`src/design/mbrot_pkg.sv`:
```
// ----------------------------------------------------------------------------
// mbrot_pkg
// shared constants and types for the escape-time unit and its multiplier
// ----------------------------------------------------------------------------
package mbrot_pkg;

    // defaults for the top-level parameters
    localparam int MAX_ITERATIONS_DEF = 255;
    localparam int FRACTION_BITS_DEF  = 28;

    // fixed field widths
    localparam int POINT_W = 32;
    localparam int COUNT_W = 8;

    // which of the three products of one iteration
    typedef enum logic [1:0] {
        PROD_RR = 2'b00,  // zr * zr
        PROD_II = 2'b01,  // zi * zi
        PROD_RI = 2'b10   // zr * zi
    } prod_sel_t;

    // which half-by-half partial product (first letter: operand a)
    typedef enum logic [1:0] {
        PART_LL = 2'b00,
        PART_LH = 2'b01,
        PART_HL = 2'b10,
        PART_HH = 2'b11
    } part_sel_t;

    typedef struct packed {
        logic      valid;
        prod_sel_t prod;
        part_sel_t part;
    } mul_ctrl_t;

endpackage

```
`src/design/mbrot_mul_unit.sv`:
```
// ----------------------------------------------------------------------------
// mbrot_mul_unit
// shared signed multiplier: one half-by-half partial product per cycle,
// registered, then extended and aligned to the full product width
// ----------------------------------------------------------------------------
module mbrot_mul_unit #(
    parameter int WORK_W = 36
) (
    input  logic                       clk,
    input  logic                       rst_n,
    input  logic signed [WORK_W-1:0]   op_a,
    input  logic signed [WORK_W-1:0]   op_b,
    input  mbrot_pkg::mul_ctrl_t       ctrl_in,
    output mbrot_pkg::mul_ctrl_t       ctrl_out,
    output logic signed [2*WORK_W-1:0] term
);

    localparam int LO_W   = (WORK_W + 1) / 2;
    localparam int HI_W   = WORK_W - LO_W;
    localparam int OP_W   = LO_W + 1;
    localparam int PP_W   = 2 * OP_W;
    localparam int PROD_W = 2 * WORK_W;

    logic signed [OP_W-1:0]   a_half;
    logic signed [OP_W-1:0]   b_half;
    logic signed [PP_W-1:0]   pp_reg;
    logic signed [PP_W-1:0]   pp_next;
    logic signed [PROD_W-1:0] pp_ext;
    mbrot_pkg::mul_ctrl_t     ctrl_reg;

    // high halves are signed, low halves unsigned
    always_comb
    begin
        if (ctrl_in.part == mbrot_pkg::PART_HL || ctrl_in.part == mbrot_pkg::PART_HH)
        begin
            a_half = {{(OP_W-HI_W){op_a[WORK_W-1]}}, op_a[WORK_W-1:LO_W]};
        end
        else
        begin
            a_half = {1'b0, op_a[LO_W-1:0]};
        end
        if (ctrl_in.part == mbrot_pkg::PART_LH || ctrl_in.part == mbrot_pkg::PART_HH)
        begin
            b_half = {{(OP_W-HI_W){op_b[WORK_W-1]}}, op_b[WORK_W-1:LO_W]};
        end
        else
        begin
            b_half = {1'b0, op_b[LO_W-1:0]};
        end
        pp_next = a_half * b_half;
    end

    always_ff @(posedge clk)
    begin
        pp_reg <= pp_next;
    end

    always_ff @(posedge clk or negedge rst_n)
    begin
        if (!rst_n)
        begin
            ctrl_reg <= '0;
        end
        else
        begin
            ctrl_reg <= ctrl_in;
        end
    end

    // alignment by the weight of the two halves
    always_comb
    begin
        pp_ext = {{(PROD_W-PP_W){pp_reg[PP_W-1]}}, pp_reg};
        unique case (ctrl_reg.part)
            mbrot_pkg::PART_LL: term = pp_ext;
            mbrot_pkg::PART_LH: term = pp_ext <<< LO_W;
            mbrot_pkg::PART_HL: term = pp_ext <<< LO_W;
            mbrot_pkg::PART_HH: term = pp_ext <<< (2 * LO_W);
            default:            term = pp_ext;
        endcase
    end

    assign ctrl_out = ctrl_reg;

endmodule

```
`src/design/mandelbrot_escape_time_unit.sv`:
```
// ----------------------------------------------------------------------------
// mandelbrot_escape_time_unit
// escape-time count of one complex point, z <- z*z + c from z = 0
// ----------------------------------------------------------------------------
// A request is taken at a rising edge with start high and busy low; the point
// c is given as signed fixed point with FRACTION_BITS fraction bits (Q4.28 by
// default). The unit iterates z <- z*z + c while |z|^2 <= 4 and the count is
// below MAX_ITERATIONS, and reports the count on iteration_count with done
// high for exactly one cycle; the receiver cannot stall, so the result must be
// taken in that cycle. Busy stays high from the accepting edge until the
// result cycle, in which a new request may already be taken. In each iteration
// the three products zr*zr, zi*zi and zr*zi are each built from four
// half-width partial products on one shared multiplier (S_MUL), then S_FLUSH
// drains the multiplier register and S_TEST does the escape compare and the z
// update. The escape test is exact: products are kept at full width.
// ----------------------------------------------------------------------------
module mandelbrot_escape_time_unit #(
    parameter int MAX_ITERATIONS = mbrot_pkg::MAX_ITERATIONS_DEF,
    parameter int FRACTION_BITS  = mbrot_pkg::FRACTION_BITS_DEF
) (
    input  logic                                  clk,
    input  logic                                  rst_n,
    input  logic                                  start,
    output logic                                  busy,
    input  logic signed [mbrot_pkg::POINT_W-1:0]  point_real,
    input  logic signed [mbrot_pkg::POINT_W-1:0]  point_imag,
    output logic                                  done,
    output logic        [mbrot_pkg::COUNT_W-1:0]  iteration_count
);

    // working width: room for |z| up to 4 + |c| in the worst case
    localparam int WORK_W = (FRACTION_BITS + 8 > mbrot_pkg::POINT_W + 1) ?
                            FRACTION_BITS + 8 : mbrot_pkg::POINT_W + 1;
    localparam int PROD_W = 2 * WORK_W;
    localparam int CNT_W  = $clog2(MAX_ITERATIONS + 1);
    localparam int EXT_W  = WORK_W - mbrot_pkg::POINT_W;

    // escape bound 4.0 at the scale of a product
    localparam logic signed [PROD_W-1:0] LIMIT =
        {{(PROD_W-1){1'b0}}, 1'b1} <<< (2 * FRACTION_BITS + 2);
    localparam logic [3:0]       LAST_STEP = 4'd11;
    localparam logic [CNT_W-1:0] COUNT_MAX = CNT_W'(MAX_ITERATIONS);

    typedef enum logic [3:0] {
        S_IDLE  = 4'b0001,
        S_MUL   = 4'b0010,
        S_FLUSH = 4'b0100,
        S_TEST  = 4'b1000
    } state_t;

    state_t                          state_reg,  state_next;
    logic [3:0]                      step_reg,   step_next;
    logic [CNT_W-1:0]                count_reg,  count_next;
    logic                            done_reg,   done_next;
    logic [mbrot_pkg::COUNT_W-1:0]   result_reg, result_next;

    logic signed [WORK_W-1:0]        zr_reg,    zr_next;
    logic signed [WORK_W-1:0]        zi_reg,    zi_next;
    logic signed [WORK_W-1:0]        cr_reg,    cr_next;
    logic signed [WORK_W-1:0]        ci_reg,    ci_next;
    logic signed [PROD_W-1:0]        mag_reg,   mag_next;    // zr^2 + zi^2
    logic signed [PROD_W-1:0]        diff_reg,  diff_next;   // zr^2 - zi^2
    logic signed [PROD_W-1:0]        cross_reg, cross_next;  // zr * zi

    mbrot_pkg::mul_ctrl_t            mul_ctrl;
    mbrot_pkg::mul_ctrl_t            acc_ctrl;
    logic signed [WORK_W-1:0]        op_a;
    logic signed [WORK_W-1:0]        op_b;
    logic signed [PROD_W-1:0]        term;

    logic                            escaped;
    logic signed [PROD_W-1:0]        diff_shift;
    logic signed [PROD_W-1:0]        cross_shift;
    logic signed [WORK_W-1:0]        new_real;
    logic signed [WORK_W-1:0]        new_imag;
    logic [CNT_W-1:0]                count_inc;
    logic [CNT_W+mbrot_pkg::COUNT_W-1:0] count_ext;

    // step counter picks the product and the partial product
    always_comb
    begin
        mul_ctrl.valid = (state_reg == S_MUL);
        mul_ctrl.prod  = mbrot_pkg::prod_sel_t'(step_reg[3:2]);
        mul_ctrl.part  = mbrot_pkg::part_sel_t'(step_reg[1:0]);
        unique case (mul_ctrl.prod)
            mbrot_pkg::PROD_RR:
            begin
                op_a = zr_reg;
                op_b = zr_reg;
            end
            mbrot_pkg::PROD_II:
            begin
                op_a = zi_reg;
                op_b = zi_reg;
            end
            mbrot_pkg::PROD_RI:
            begin
                op_a = zr_reg;
                op_b = zi_reg;
            end
            default:
            begin
                op_a = zr_reg;
                op_b = zi_reg;
            end
        endcase
    end

    mbrot_mul_unit #(
        .WORK_W (WORK_W)
    ) u_mul (
        .clk      (clk),
        .rst_n    (rst_n),
        .op_a     (op_a),
        .op_b     (op_b),
        .ctrl_in  (mul_ctrl),
        .ctrl_out (acc_ctrl),
        .term     (term)
    );

    // escape test and next z, floored back to the working scale
    always_comb
    begin
        escaped     = (mag_reg > LIMIT);
        diff_shift  = diff_reg >>> FRACTION_BITS;
        cross_shift = cross_reg >>> (FRACTION_BITS - 1);
        new_real    = diff_shift[WORK_W-1:0] + cr_reg;
        new_imag    = cross_shift[WORK_W-1:0] + ci_reg;
        count_inc   = count_reg + 1'b1;
    end

    always_comb
    begin
        state_next  = state_reg;
        step_next   = step_reg;
        count_next  = count_reg;
        done_next   = 1'b0;
        result_next = result_reg;
        zr_next     = zr_reg;
        zi_next     = zi_reg;
        cr_next     = cr_reg;
        ci_next     = ci_reg;
        mag_next    = mag_reg;
        diff_next   = diff_reg;
        cross_next  = cross_reg;
        count_ext   = {{mbrot_pkg::COUNT_W{1'b0}}, count_reg};

        // partial products land in the cycle after they are issued
        if (acc_ctrl.valid)
        begin
            unique case (acc_ctrl.prod)
                mbrot_pkg::PROD_RR:
                begin
                    mag_next  = mag_reg + term;
                    diff_next = diff_reg + term;
                end
                mbrot_pkg::PROD_II:
                begin
                    mag_next  = mag_reg + term;
                    diff_next = diff_reg - term;
                end
                mbrot_pkg::PROD_RI:
                begin
                    cross_next = cross_reg + term;
                end
                default:
                begin
                    cross_next = cross_reg;
                end
            endcase
        end

        unique case (state_reg)
            S_IDLE:
            begin
                if (start)
                begin
                    cr_next    = {{EXT_W{point_real[mbrot_pkg::POINT_W-1]}}, point_real};
                    ci_next    = {{EXT_W{point_imag[mbrot_pkg::POINT_W-1]}}, point_imag};
                    zr_next    = '0;
                    zi_next    = '0;
                    mag_next   = '0;
                    diff_next  = '0;
                    cross_next = '0;
                    count_next = '0;
                    step_next  = '0;
                    state_next = S_MUL;
                end
            end
            S_MUL:
            begin
                if (step_reg == LAST_STEP)
                begin
                    step_next  = '0;
                    state_next = S_FLUSH;
                end
                else
                begin
                    step_next = step_reg + 1'b1;
                end
            end
            S_FLUSH:
            begin
                state_next = S_TEST;
            end
            S_TEST:
            begin
                if (escaped)
                begin
                    // escaped before this step: report the steps so far
                    done_next   = 1'b1;
                    result_next = count_ext[mbrot_pkg::COUNT_W-1:0];
                    state_next  = S_IDLE;
                end
                else
                begin
                    zr_next    = new_real;
                    zi_next    = new_imag;
                    count_next = count_inc;
                    mag_next   = '0;
                    diff_next  = '0;
                    cross_next = '0;
                    if (count_inc == COUNT_MAX)
                    begin
                        // bounded point: stop at the limit, low bits of the count
                        count_ext   = {{mbrot_pkg::COUNT_W{1'b0}}, count_inc};
                        done_next   = 1'b1;
                        result_next = count_ext[mbrot_pkg::COUNT_W-1:0];
                        state_next  = S_IDLE;
                    end
                    else
                    begin
                        state_next = S_MUL;
                    end
                end
            end
            default:
            begin
                state_next = S_IDLE;
            end
        endcase
    end

    // control state
    always_ff @(posedge clk or negedge rst_n)
    begin
        if (!rst_n)
        begin
            state_reg <= S_IDLE;
            step_reg  <= '0;
            count_reg <= '0;
            done_reg  <= 1'b0;
        end
        else
        begin
            state_reg <= state_next;
            step_reg  <= step_next;
            count_reg <= count_next;
            done_reg  <= done_next;
        end
    end

    // datapath, no reset needed
    always_ff @(posedge clk)
    begin
        result_reg <= result_next;
        zr_reg     <= zr_next;
        zi_reg     <= zi_next;
        cr_reg     <= cr_next;
        ci_reg     <= ci_next;
        mag_reg    <= mag_next;
        diff_reg   <= diff_next;
        cross_reg  <= cross_next;
    end

    assign busy            = (state_reg != S_IDLE);
    assign done            = done_reg;
    assign iteration_count = result_reg;

endmodule

```
`config.mk`:
```
export PLATFORM = sky130hd
export DESIGN_NAME = mandelbrot_escape_time_unit
export DESIGN_NICKNAME = d
export VERILOG_FILES = /design/src/design/mbrot_pkg.sv /design/src/design/mbrot_mul_unit.sv /design/src/design/mandelbrot_escape_time_unit.sv
export SDC_FILE = /design/constraint.sdc
export NUM_CORES = 2
export LEC_CHECK = 0
export ABC_AREA = 0
export BUFFER_PORTS_ARGS = -buffer_cell sky130_fd_sc_hd__buf_2
export CAP_MARGIN = 0
export CELL_PAD_IN_SITES_DETAIL_PLACEMENT = 0
export CELL_PAD_IN_SITES_GLOBAL_PLACEMENT = 1
export CORE_MARGIN = 5
export CORE_UTILIZATION = 45
export DETAILED_ROUTE_END_ITERATION = 10
export GPL_ROUTABILITY_DRIVEN = 0
export PLACE_DENSITY = 0.79
export SYNTH_ARGS = -nofsm -noshare
export SYNTH_HDL_FRONTEND = slang
export SYNTH_SLANG_ARGS = --single-unit
```
`constraint.sdc`:
```
create_clock -name clk -period 9 [get_ports clk]
set_clock_uncertainty 0.1 [all_clocks]
set_input_delay 0.45 -clock clk [delete_from_list [all_inputs] [get_ports clk]]
set_output_delay 0.45 -clock clk [all_outputs]
set_load 0.005 [all_outputs]
```
# Word-level counts from Yosys, hierarchy flattened
# Cells that the tools add are included.
[totals]
wordCells = 101
regBits = 420
out_inout_bits = 10
[op_classes]
addsub = 8
multipliers = 1
magnitude_cmp = 1
n_mux = 41
eq_ne = 19
reduce_logical = 15
[op_table]
columns = ["operator", "n"]
rows = [
  ["72-bit 2-to-1 mux", 11],
  ["72-bit one-hot mux with 2 select lines", 4],
  ["72-bit adder", 3],
  ["72-bit one-hot mux with 3 select lines", 1],
  ["36-bit 2-to-1 mux", 5],
  ["36-bit one-hot mux with 2 select lines", 2],
  ["36-bit adder", 2],
  ["72-bit by 60-bit > comparator with 1-bit output, second input constant", 1],
  ["72-bit subtractor", 1],
  ["19-bit by 19-bit multiplier with 38-bit output", 1],
  ["19-bit 2-to-1 mux", 2],
  ["8-bit 2-to-1 mux", 4],
  ["4-bit 2-to-1 mux", 4],
  ["4-bit one-hot mux with 4 select lines", 1],
  ["8-bit one-hot mux with 2 select lines", 1],
  ["2-bit equality test, second input constant", 5],
  ["8-bit by 1-bit adder with 8-bit output, second input constant", 1],
  ["2-bit by 1-bit equality test with 1-bit output, second input constant", 4],
  ["4-bit equality test, second input constant", 2],
  ["8-bit equality test, second input constant", 1],
  ["4-bit one-hot mux with 2 select lines", 1],
  ["2-bit AND reduction", 4],
  ["2-bit zero test", 3],
  ["2-bit != test, second input constant", 3],
  ["11 further kinds", 18],
]

# Depth between registers and ports, before layout
[logic_depth]
ltp_word = 8
mapped_depth = 35

# Cells and area by module
# Synthesis repeated with hierarchy kept, for this count alone.
[unflattened]
hier_cells = 5293
hier_area_um2 = 45084.5
[modules_own_cells]
columns = ["module", "instances", "seq_area_each_um2", "cells_per_inst", "area_each_um2"]
rows = [
  ["mandelbrot_escape_time_unit", 1, 8734.6, 3650, 29804.8],
  ["mbrot_mul_unit", 1, 885.8, 1643, 15279.7],
]

# Least setup slack after synthesis
# Ideal clock, no wire load.
[synth_path]
path_kind = "reg2reg"
startpoint = "register step_reg[0]"
endpoint = "register u_mul.pp_reg[37]"
slack_ns = 0.447
path_stages_with_launch = 31
arrival_time_ns = 8.381
n_path_buf = 3
period_less_slack_ns = 8.553
path_cell_list = "dfrtp_1 > ha_1 > nor2_1 > clkbuf_1 > clkbuf_1 > nand3_1 > o21ai_1 > clkbuf_1 > nor2_1 > fa_1 > fa_1 > inv_1 > fa_1 > inv_1 > fa_1 > fa_1 > fa_1 > ha_1 > ha_1 > a2111oi_0 > nand2b_1 > a31oi_1 > a31oi_1 > o21ai_0 > o22ai_1 > o41ai_1 > o2111ai_1 > a21oi_1 > o21ai_0 > a21oi_1 > xnor2_1"
[synth_via]
elab_chain_cells = 4
elab_cells_between_ends = 8
[synth_lines]
columns = ["element", "line", "text"]
rows = [
  ["start, declared", "mandelbrot_escape_time_unit.sv:52", "logic [3:0] step_reg, step_next;"],
  ["start signal, assigned", "mandelbrot_escape_time_unit.sv:257", "step_reg <= step_next;"],
  ["2-bit equality test (tied with other cells)", "mbrot_mul_unit.sv:34", "if (ctrl_in.part == mbrot_pkg::PART_HL || ctrl_in.part == mbrot_pkg::PART_HH)"],
  ["1-bit logical OR (on tied branches)", "mbrot_mul_unit.sv:34, mbrot_mul_unit.sv:42", ""],
  ["19-bit 2-to-1 mux (on tied branches)", "mbrot_mul_unit.sv:34, mbrot_mul_unit.sv:42", ""],
  ["19-bit by 19-bit multiplier with 38-bit output *", "mbrot_mul_unit.sv:50", "pp_next = a_half * b_half;"],
  ["net u_mul.pp_next[37]", "mbrot_mul_unit.sv:27", "logic signed [PP_W-1:0] pp_next;"],
  ["end signal, assigned", "mbrot_mul_unit.sv:55", "pp_reg <= pp_next;"],
  ["end, declared", "mbrot_mul_unit.sv:26", "logic signed [PP_W-1:0] pp_reg;"],
]
# The timed path passes the listed nets; every way through them passes the cells marked *.
# A chain may end at the register's enable or synchronous reset.

# Final worst setup path
[layout_path]
startpoint = "register step_reg[3]"
endpoint = "register u_mul.pp_reg[37]"
[layout_via]
elab_chain_cells = 4
elab_cells_between_ends = 7
[layout_lines]
columns = ["element", "line", "text"]
rows = [
  ["2-bit by 1-bit equality test with 1-bit output / 2-bit zero test (equally long branches)", "mandelbrot_escape_time_unit.sv:85", "unique case (mul_ctrl.prod)"],
  ["36-bit 2-to-1 mux", "mandelbrot_escape_time_unit.sv:85", ""],
  ["19-bit 2-to-1 mux (on tied branches)", "mbrot_mul_unit.sv:34, mbrot_mul_unit.sv:42", ""],
  ["19-bit by 19-bit multiplier with 38-bit output *", "mbrot_mul_unit.sv:50", ""],
  ["net u_mul.pp_next[37]", "mbrot_mul_unit.sv:27", ""],
]
# Marks and branches as above.

==> reports/qor_table.md <==
| Parameter | Reported |
|---|---|
| Result of the run | finished, violations left |
| Failing checks | capacitance limit, slew limit |
| Clock latency reported for the late side of the worst-skew pair | 0.65 ns |
| Register bit total from synthesis | 403 |
| Area of the die | 104000 sq um |
| Cell types with the largest area share after synthesis | sky130_fd_sc_hd__fa_1 17%, sky130_fd_sc_hd__ha_1 11%, sky130_fd_sc_hd__dfxtp_1 11% |
| Clock tree from TritonCTS | done |
| Sort of element at the end of the critical path | flip-flop |
| First-pass GRT wire length | 226000 um |
| Core Region | 97000 sq um |
| Horiz. Die Dim | 323 um |
| Unique masters post-synth | 92 |
| Num Clock Sinks | 403 |
| Placement row count | 114 |
| Remaining Overflow, GRT | 0 |
| Synth async-reset ratio | 0.0546 |
| Final HPWL from detailed placement | 118000 um |
| Flip-flop count of the largest register, all copies and words added | 72 |
| Setup repair after global routing missed its margin | no |
| Number of global-route vias before repair | 37822 |
| Max-cap check violation count | 1 |
| Filler instances | 9444 |
| Leading register cell type out of synthesis | sky130_fd_sc_hd__dfxtp_1 |
| Syn_nets | 6183 |
| Layout net count | 6240 |
| Number of input and output port buffers inserted | 76 |
| Die extent in y | 323 um |
| Dominant cell type by area after synthesis | sky130_fd_sc_hd__fa_1 |
| Via density | 5.84 |
| Wirelength, routed | 150000 um |
| Commonest cells in the netlist | 780 x sky130_fd_sc_hd__nand2_1, 503 x sky130_fd_sc_hd__nor2_1, 485 x sky130_fd_sc_hd__a21oi_1 |
| Sequential cell area | 9620 sq um |
| Fraction of final layout cells sized beyond drive strength 1 | 0.0624 |
| EDFF count, synth | 144 |
| Worst r2r path cells | 30 |
| Final worst-path cycle share | 0.950 |
| Type of the most critical hold path | primary input to flip-flop |
| Mean cell area of the mapped netlist | 8.23 sq um |
| Simple-gate area share of the yosys netlist | 0.186 |
| Wire length per cell | 22.3 um |
| CP Data Required Time | 9.39 ns |
| Final setup TNS | 0 ns |
| Antenna violations before repair | 5 |
| Library cell appearing most often on the critical path | sky130_fd_sc_hd__fa_1 |
| Routed vias | 39294 |
| CTS H-Tree Depth | 2 |
| Startpoint class of the critical path | flip-flop |
| Cell Area, Synth | 44100 sq um |
| Gate count of the mapped netlist | 5355 |
| Maximum clock insertion buffer count | 3 |
| Final-report setup violation count | 0 |
| First DRT Iteration DRCs | 3543 |
| Buffer type at the clock tree root | sky130_fd_sc_hd__clkbuf_16 |
| Largest fanout of any net on the critical path | 22 |
| Worst endpoint data arrival time | 8.94 ns |
| Yosys warnings | 0 |
| Maximum frequency from static timing analysis | 0.117 GHz |
| Worst path max stage delay | 0.60 ns |
| Share of Yosys cell area claimed by the top area cell type | 0.170 |
| Area taken by multi-input logic gates | 31800 sq um |
| Largest net degree at the start of global routing | 141 |
| Leading cell type by number of instances after synthesis | sky130_fd_sc_hd__nand2_1 |
| Initial standard-cell utilization of the core | 0.454 |
| Transition time of the tightest slew-check pin | 1.59 ns |
| XOR/XNOR share of the synthesized area | 0.0656 |
| Share of synthesized area spent on multiplexers | 0.00562 |
| Main combinational cell family by area after synthesis | adder cells |
| Detailed-router iteration count before antenna repair | 6 |
| # DRC | 0 |
| Type of the worst setup path | flip-flop to flip-flop |
| Final hold viol count | 0 |
| I/O pin total | 77 |
| Headroom to the max-slew limit | -0.0711 |
| Synthesized-area fraction occupied by ao, oa, aoi and oai cells | 0.184 |
| Worst Hold Path Cells | 3 |
| Final period demand of the worst path | 8.55 ns |
| TritonCTS buffer count | 50 |
| Clock slew seen by the registers of the worst setup and hold paths | 0.06 ns |
| Total global-route track usage | 0.281 |
| Area growth from synthesis to layout | 9.86% |
| Number of antenna-violating nets in the routed design | 0 |
| Seq/Total Area, Yosys | 0.218 |
| Post-Synth Adder-Cell Area | 0.280 |
| Slowest cell on the critical path | sky130_fd_sc_hd__fa_1 |
| Slew Limit Fails | 4 |
## cell usage in the layout (no fill, tap or decap), drive strengths merged, types with 58 or more instances in the layout
master       count
fa             374
ha             387
a21o           162
xor2           137
o21ai          272
nand2          781
dfxtp          237
nor3            64
a21oi          485
buf            175
clkbuf          62
dlygate4sd3     65
nand2b          58
nand4           60
nand3          119
o21a            59
edfxtp         144
inv            468
nor2           503
xnor2          193
## through the flow
step | area (sq um) | worst slack, ns | hold slack [ns] | utilization | cells
6_report | 48400 | 0.451 | 0.136 | 0.499 | 6730
5_1_grt | 48400 | 0.00213 | 0.171 | 0.499 | 6729
4_1_cts | 48400 | 0.262 | 0.0991 | 0.499 | 6729
3_5_place_dp | 46000 | 0.308 | 0.350 | 0.474 | 6571
3_3_place_gp | 46000 | 0.395 | 0.342 | 0.474 | 6571
2_1_floorplan | 44100 | 0.447 | 0.0544 | - | 5355
## cell families after synthesis
| logic type | count (synthesis) |
|---|---|
| AO/OA/AOI/OAI | 1307 |
| XOR/XNOR | 330 |
| adder cells (fa/ha/maj) | 761 |
| buffers and inverters | 701 |
| flip-flops | 403 |
| multiplexers | 16 |
| AND/OR/NAND/NOR | 1837 |
## cell type report
type                       count  area share
antenna                        1   0.0000517
clock inverter                31     0.00892
sequential                   403       0.199
timing repair buffer         240      0.0377
clock buffer                  62      0.0276
inverter                     466      0.0363
tap                         1276      0.0330
multi-input combinational   4251       0.658
## repair_timing
item                       4_1_cts  5_1_grt
hold buffers                    65        0
hold endpoints to repair        85        0
setup buffers                    0        0
resized for setup                0       13
setup endpoints to repair        0        4
## final timing paths
check / startpoint / endpoint / slack (ns)
hold reg to reg: cross_reg[20]$_DFF_P_ / cross_reg[20]$_DFF_P_ / 0.36
min in group asynchronous: rst_n / done$_DFF_PN0_ / 0.26
max in group asynchronous: rst_n / step_reg[0]$_DFFE_PN0P_ / 8.14
setup / recovery: step_reg[3]$_DFFE_PN0P_ / u_mul.pp_reg[37]$_DFF_P_ / 0.45
hold / removal: start / state_reg[1]$_DFFE_PN0P_ / 0.14
setup reg to reg: step_reg[3]$_DFFE_PN0P_ / u_mul.pp_reg[37]$_DFF_P_ / 0.45
## critical path: cells and delay by family (launching register included)
family                   cells  cell delay (ns)
AO/OA/AOI/OAI               12             2.36
buffers and inverters        5             0.58
adder cells (fa/ha/maj)      8             3.98
AND/OR/NAND/NOR              4             0.75
XOR/XNOR                     1             0.08
flip-flops                   1             0.52
## metal layers
| metal | up-vias | wire (um) | share of wire | GRT usage |
|---|---|---|---|---|
| li1 | 18440 | - | - | - |
| met1 | 18975 | 66500 | 0.44 | 0.396 |
| met2 | 1516 | 64800 | 0.43 | 0.435 |
| met3 | 357 | 11300 | 0.076 | 0.0445 |
| met4 | 6 | 7200 | 0.048 | 0.115 |
| met5 | - | 30 | 0.00020 | 0 |
Power is not shown: default switching activity piles up to over one toggle a cycle in this logic, so the estimate is an artifact.
